### config.mk
export PLATFORM = sky130hd
export DESIGN_NAME = adf_key_match
export DESIGN_NICKNAME = d
export VERILOG_FILES = /design/src/rtl/adf_pkg.sv /design/src/rtl/adf_key_match.sv
export SDC_FILE = /design/constraint.sdc
export NUM_CORES = 1
export LEC_CHECK = 0
export BUFFER_PORTS_ARGS = -buffer_cell sky130_fd_sc_hd__buf_2
export CORE_AREA = 2 2 127 129
export DETAILED_ROUTE_END_ITERATION = 7
export DIE_AREA = 0 0 129 131
export PLACE_DENSITY_LB_ADDON = 0.2
export SYNTH_ARGS = -nofsm -noshare
export SYNTH_HDL_FRONTEND = slang
export SYNTH_SLANG_ARGS = --single-unit
### constraint.sdc
create_clock -name clk -period 2.1 [get_ports clk]
set_input_delay 0.105 -clock clk [delete_from_list [all_inputs] [get_ports clk]]
set_output_delay 0.105 -clock clk [all_outputs]
set_load 0.005 [all_outputs]
### src/rtl/adf_pkg.sv
// Shared types, constants and the callsign normalization function for the
// acknowledgement duplicate filter table. No dependencies.
package adf_pkg;

  // Field widths of one acknowledgement record.
  localparam int CALL_W     = 64;
  localparam int ID_W       = 32;
  localparam int CALL_BYTES = CALL_W / 8;

  // Number of callsign characters that take part in storage and comparison.
  localparam int CALLSIGN_CHARS = 8;

  // Default table depth handed to the top level.
  localparam int DEF_TABLE_ENTRIES = 32;

  // Operation codes carried by the func field.
  localparam logic FUNC_CHECK = 1'b0;
  localparam logic FUNC_ADD   = 1'b1;

  // One stored record, also used as the search key.
  typedef struct packed {
    logic [CALL_W-1:0] source;
    logic [CALL_W-1:0] node;
    logic [ID_W-1:0]   id;
  } adf_key_t;

  localparam int KEY_W = $bits(adf_key_t);

  // Tag that travels with a table read so the compare stage knows whether
  // the entry has ever been written.
  typedef struct packed {
    logic issue;
    logic live;
  } adf_rd_tag_t;

  // Cut a packed callsign at its first zero byte and at CALLSIGN_CHARS bytes.
  function automatic logic [CALL_W-1:0] norm_call(input logic [CALL_W-1:0] v);
    logic [CALL_W-1:0] r;
    logic              keep;
    r    = '0;
    keep = 1'b1;
    for (int k = 0; k < CALL_BYTES; k++) begin
      if (k >= CALLSIGN_CHARS || v[8*k +: 8] == 8'd0) keep = 1'b0;
      if (keep) r[8*k +: 8] = v[8*k +: 8];
    end
    return r;
  endfunction

endpackage

### src/rtl/adf_key_match.sv
// Compare stage of the table scan: lines up each read tag with the RAM data
// and accumulates the hit flag. Depends on adf_pkg.
module adf_key_match
  import adf_pkg::*;
(
  input  logic        clk,
  input  logic        rst_n,
  input  logic        clear,
  input  adf_rd_tag_t tag,
  input  adf_key_t    key,
  input  adf_key_t    rdata,
  output logic        hit
);

  adf_rd_tag_t tag_r;
  logic        hit_r;
  logic        entry_eq;

  // An entry never written is treated as all zeros; the RAM itself has no reset.
  assign entry_eq = tag_r.live ? (rdata == key) : (key == '0);

  // Delay the tag by the RAM read latency.
  always_ff @(posedge clk) begin
    if (!rst_n) begin
      tag_r <= '0;
    end else begin
      tag_r <= tag;
    end
  end

  // Sticky hit flag for the current transaction.
  always_ff @(posedge clk) begin
    if (!rst_n || clear) begin
      hit_r <= 1'b0;
    end else if (tag_r.issue && entry_eq) begin
      hit_r <= 1'b1;
    end
  end

  assign hit = hit_r;

endmodule

; ---- Word level (Yosys, flattened, before mapping)
; Cells that the tools add are included.
[word_totals]
inputBits = 325
word_cells = 9
out_inout_bits = 1
reg_bits = 3
[op_classes]
n_eq_ne = 1
mux = 1
n_reduce_logical = 4
[ops]
columns = operator, count
row1 = == test 160 bit, 1
row2 = logical NOT 160 bit, 1
row3 = logical AND 1 bit, 1
row4 = logical NOT 1 bit, 1
row5 = logical OR 1 bit, 1
row6 = 2-to-1 mux 1 bit, 1

; ---- Depth between registers and ports, before layout
[depth]
ltp_word = 3
ltp_mapped = 6
ltp_nobuf = 6

; ---- Worst setup path before layout
; OpenSTA, ideal clock, no wires.
[synth_timing]
path_kind = register to register
startpoint = register tag_r[1] (netlist name)
endpoint = register hit_r (netlist: hit)
path_buffers = 0
path_slack_ns = 0.641
setup_time_ns = 0.074
path_stages_with_launch = 7
arrival_ns = 1.384
cell_sequence = dfxtp_1 -> nor4b_1 -> nand2_1 -> nor4_1 -> nand4_1 -> a311o_1 -> a31oi_1
[synth_via]
elab_chain_cells = 1
[synth_rtl]
columns = item, line
row1 = from (decl), adf_key_match.sv:15  ; adf_rd_tag_t tag_r;
row2 = from (signal assigned), adf_key_match.sv:27  ; tag_r <= tag;
row3 = logical AND 1 bit, adf_key_match.sv:35  ; end else if (tag_r.issue && entry_eq) begin
row4 = to (signal assigned), adf_key_match.sv:34  ; hit_r <= 1'b0;
row5 = to (signal assigned), adf_key_match.sv:36  ; hit_r <= 1'b1;
row6 = to (decl), adf_key_match.sv:16  ; logic hit_r;
; No other way between the ends.
; A chain may end at the register's enable or synchronous reset.

; ---- Final worst setup path
[layout_timing]
startpoint = input key[63] (netlist name)
endpoint = register hit_r (netlist: hit)
[layout_via]
elab_chain_cells = 3
elab_cells_between_ends = 4
cone_classes = eq/ne: 1 / mux: 1 / reduce/logical: 2
[layout_rtl]
columns = item, line
row1 = from (decl), adf_key_match.sv:10  ; input adf_key_t key,
row2 = == test 160 bit or logical NOT 160 bit (tied branches), adf_key_match.sv:20  ; assign entry_eq = tag_r.live ? (rdata == key) : (key == '0);
row3 = 2-to-1 mux 1 bit *, adf_key_match.sv:20
row4 = logical AND 1 bit *, adf_key_match.sv:35
; Every way passes the cells marked *; elsewhere a longest branch is shown, timed or not.

==> run_results.csv <==
group,metric,value,unit
clock_network,clk-insertion-delay-late,0.23,ns
yosys,synth-seq-cells,3,
yosys,yosysTopAreaCellShare,51.20,%
setup_path,arrival,1.98,ns
timing,tightestPinTransition,0.6660,ns
timing,worst_slack,0.2623,ns
route,antenna_left,0,
global_routing,grt_use_total,19.62,%
clock_network,htreeDepth,1,
setup_path,startpoint_kind_of_the_worst_setup_timing_path,"primary input",
placed_design,dp_hpwl,16930,µm
clock_network,clock_sink_count,3,
yosys,postSynthNetCount,604,
cells_and_area,mostFrequentLayoutCell,"sky130_fd_sc_hd__buf_2",
cells_and_area,post_route_cells_drive_above_1_share,55.73,%
setup_path,timing_worst_setup_path_type,"in2reg",
route,drt_drc_violations_left,0,
route,drtIter0Drc,116,
yosys,ys_types,16,
placed_design,numPlacedInstances,840,
cells_and_area,net_count_of_the_finished_layout,954,
yosys,syn_area,2190,µm²
clock_network,clk_pin_slew_worst_paths,0.03,ns
setup_path,required_arrival_time_at_the_worst_endpoint,2.24,ns
route,postRouteWirelength,17730,µm
min_path,hold_class,"in2reg",
placed_design,place_ws,0.03932,ns
placed_design,port_buffers,325,
global_routing,grt-ovfl-total,0,
power,static-leakage-power,2.123,nW
route,drt_pre_antenna_iters,4,
power,power.density,270.8,nW/µm²
setup_path,timing.critical_path.fanout_max,2,
yosys,post_synth.cell_area_avg,7.848,µm²
route,vias,3580,
global_routing,grt_pass1_vias,3876,
placed_design,place.gp.congestion,0.9211,
clock_network,cts.repair.resized,0,
timing,finalHoldViolations,0,
yosys,largest_cells_by_area_after_synthesis,"sky130_fd_sc_hd__xor2_1 (51%), sky130_fd_sc_hd__nor4_1 (21%), sky130_fd_sc_hd__xnor2_1 (13%), sky130_fd_sc_hd__nand4_1 (7.7%), sky130_fd_sc_hd__dfxtp_1 (2.7%)",
clock_network,tritoncts,"done",
yosys,yosysSeqAreaShare,2.743,%
setup_path,critPathCaptureType,"flip-flop",
clock_network,post-cts-setup-buffers,0,
power,power.ir.vdd_worst,0.1572,mV
cells_and_area,final_core_util,27.67,%
cells_and_area,post_layout_inst_area,4315,µm²
job,cap_viol_max_count,0,
timing,timing.fmax,0.5441,GHz
cells_and_area,stdcell_count,844,
status,run_status,"finished clean",
die,die-area,16900,µm²
power,post-layout-total-power,1.169,mW
route,wl_per_cell,21.00,µm
timing,finalClockSkew,0.0007797,ns
timing,period_share,87.51,%
timing,fin_tns_setup,0,ns
die,fp.coreArea,15600,µm²
die,die-height,131,µm
cells_and_area,layout.filler_cells,1757,
cells_and_area,diodes,0,
route,viasPerCell,4.242,
die,ioPinCount,326,
die,placement_rows,46,
yosys,synth.largest_area_cell,"sky130_fd_sc_hd__xor2_1",
global_routing,grt_first_pass_wirelength,23190,µm
clock_network,cts_max_path_buffers,2,
clock_network,hold_buf_cts,0,
yosys,syn_inst,279,
global_routing,pin_count_of_the_biggest_net_entering_global_routing,4,
global_routing,initial_antenna_violation_count,0,
die,die_w,129,µm
placed_design,dpl-instance-area,4237,µm²
clock_network,root_buffer,"sky130_fd_sc_hd__clkbuf_16",
timing,slew_viol_final,0,
timing,final.hold.worst_slack,0.09195,ns
cells_and_area,area.growth.synth_to_final,97.09,%
timing,grt_setup_unrepaired,"false",
yosys,ys.warnings.count,0,
timing,setup_violations,0,
timing,finalCriticalPeriod,1.838,ns
cells_and_area,most_frequent_cells_in_the_layout,"sky130_fd_sc_hd__buf_2 (325), sky130_fd_sc_hd__xor2_1 (128), sky130_fd_sc_hd__nor4_1 (74), sky130_fd_sc_hd__xnor2_1 (32), sky130_fd_sc_hd__nand4_1 (27)",
clock_network,cts-buffers-inserted,3,
timing,slew_headroom,55.19,%
die,initial_utilization,14.04,%
## final timing paths
path	depth (start not counted)	startpoint	end	slack, ns
max	9	key[63]	hit	0.26
min	2	tag[0]	tag_r[0]	0.09
max reg2reg	6	tag_r[1]	hit	0.31
min reg2reg	1	tag_r[0]	hit	0.48
## registers in the layout (all words and copies together), names as in the netlist
name,count
tag_r,2
hit,1
## report_power, final
part           switching [mW]  leakage [nW]  internal (mW)  total [mW]
combinational           0.402          2.06          0.400       0.802
sequential            0.00145        0.0247         0.0597      0.0612
clock                  0.0544        0.0382          0.251       0.305
## final cells by class
cell class,count,area (µm²),share of cell area [%]
Tap cell,216,270.3,6.263
Inverter,2,7.507,0.1740
Timing Repair Buffer,345,1777,41.17
Multi-Input combinational cell,274,2122,49.17
Sequential cell,3,60.06,1.392
Clock buffer,4,78.83,1.827
## per-layer routing
metal  wire length [µm]  track usage [%]
met5                  0                0
met4                108            2.366
met3                926            1.873
met2               9516            40.27
met1               7173            22.27
## cells in the mapped netlist
library cell and count:
sky130_fd_sc_hd__xor2_1 128, sky130_fd_sc_hd__nor4_1 74, sky130_fd_sc_hd__xnor2_1 32, sky130_fd_sc_hd__nand4_1 27
sky130_fd_sc_hd__dfxtp_1 3, sky130_fd_sc_hd__and2_1 2, sky130_fd_sc_hd__nand2_1 2, sky130_fd_sc_hd__nor2_1 2
sky130_fd_sc_hd__nor4_2 2, sky130_fd_sc_hd__a311o_1 1, sky130_fd_sc_hd__a31oi_1 1, sky130_fd_sc_hd__and3_1 1
sky130_fd_sc_hd__clkinv_1 1, sky130_fd_sc_hd__inv_1 1, sky130_fd_sc_hd__nor3_1 1, sky130_fd_sc_hd__nor4b_1 1
## cells by family after synthesis
group,Yosys count,share of synthesized area [%]
xor+xnor,160,64.00
simple gates,112,32.17
flops,3,2.743
compound gates,2,0.7431
buf+inv,2,0.3425
## worst max-delay path, cell delays in order
cell                      delay (ns)
sky130_fd_sc_hd__buf_2          0.11
sky130_fd_sc_hd__nor4_1         0.40
sky130_fd_sc_hd__buf_4          0.22
sky130_fd_sc_hd__nand4_1        0.09
sky130_fd_sc_hd__buf_4          0.18
sky130_fd_sc_hd__nor4_2         0.21
sky130_fd_sc_hd__nand4_1        0.11
sky130_fd_sc_hd__a311o_1        0.37
sky130_fd_sc_hd__a31oi_1        0.17
Power figures use the tool's default switching activity.
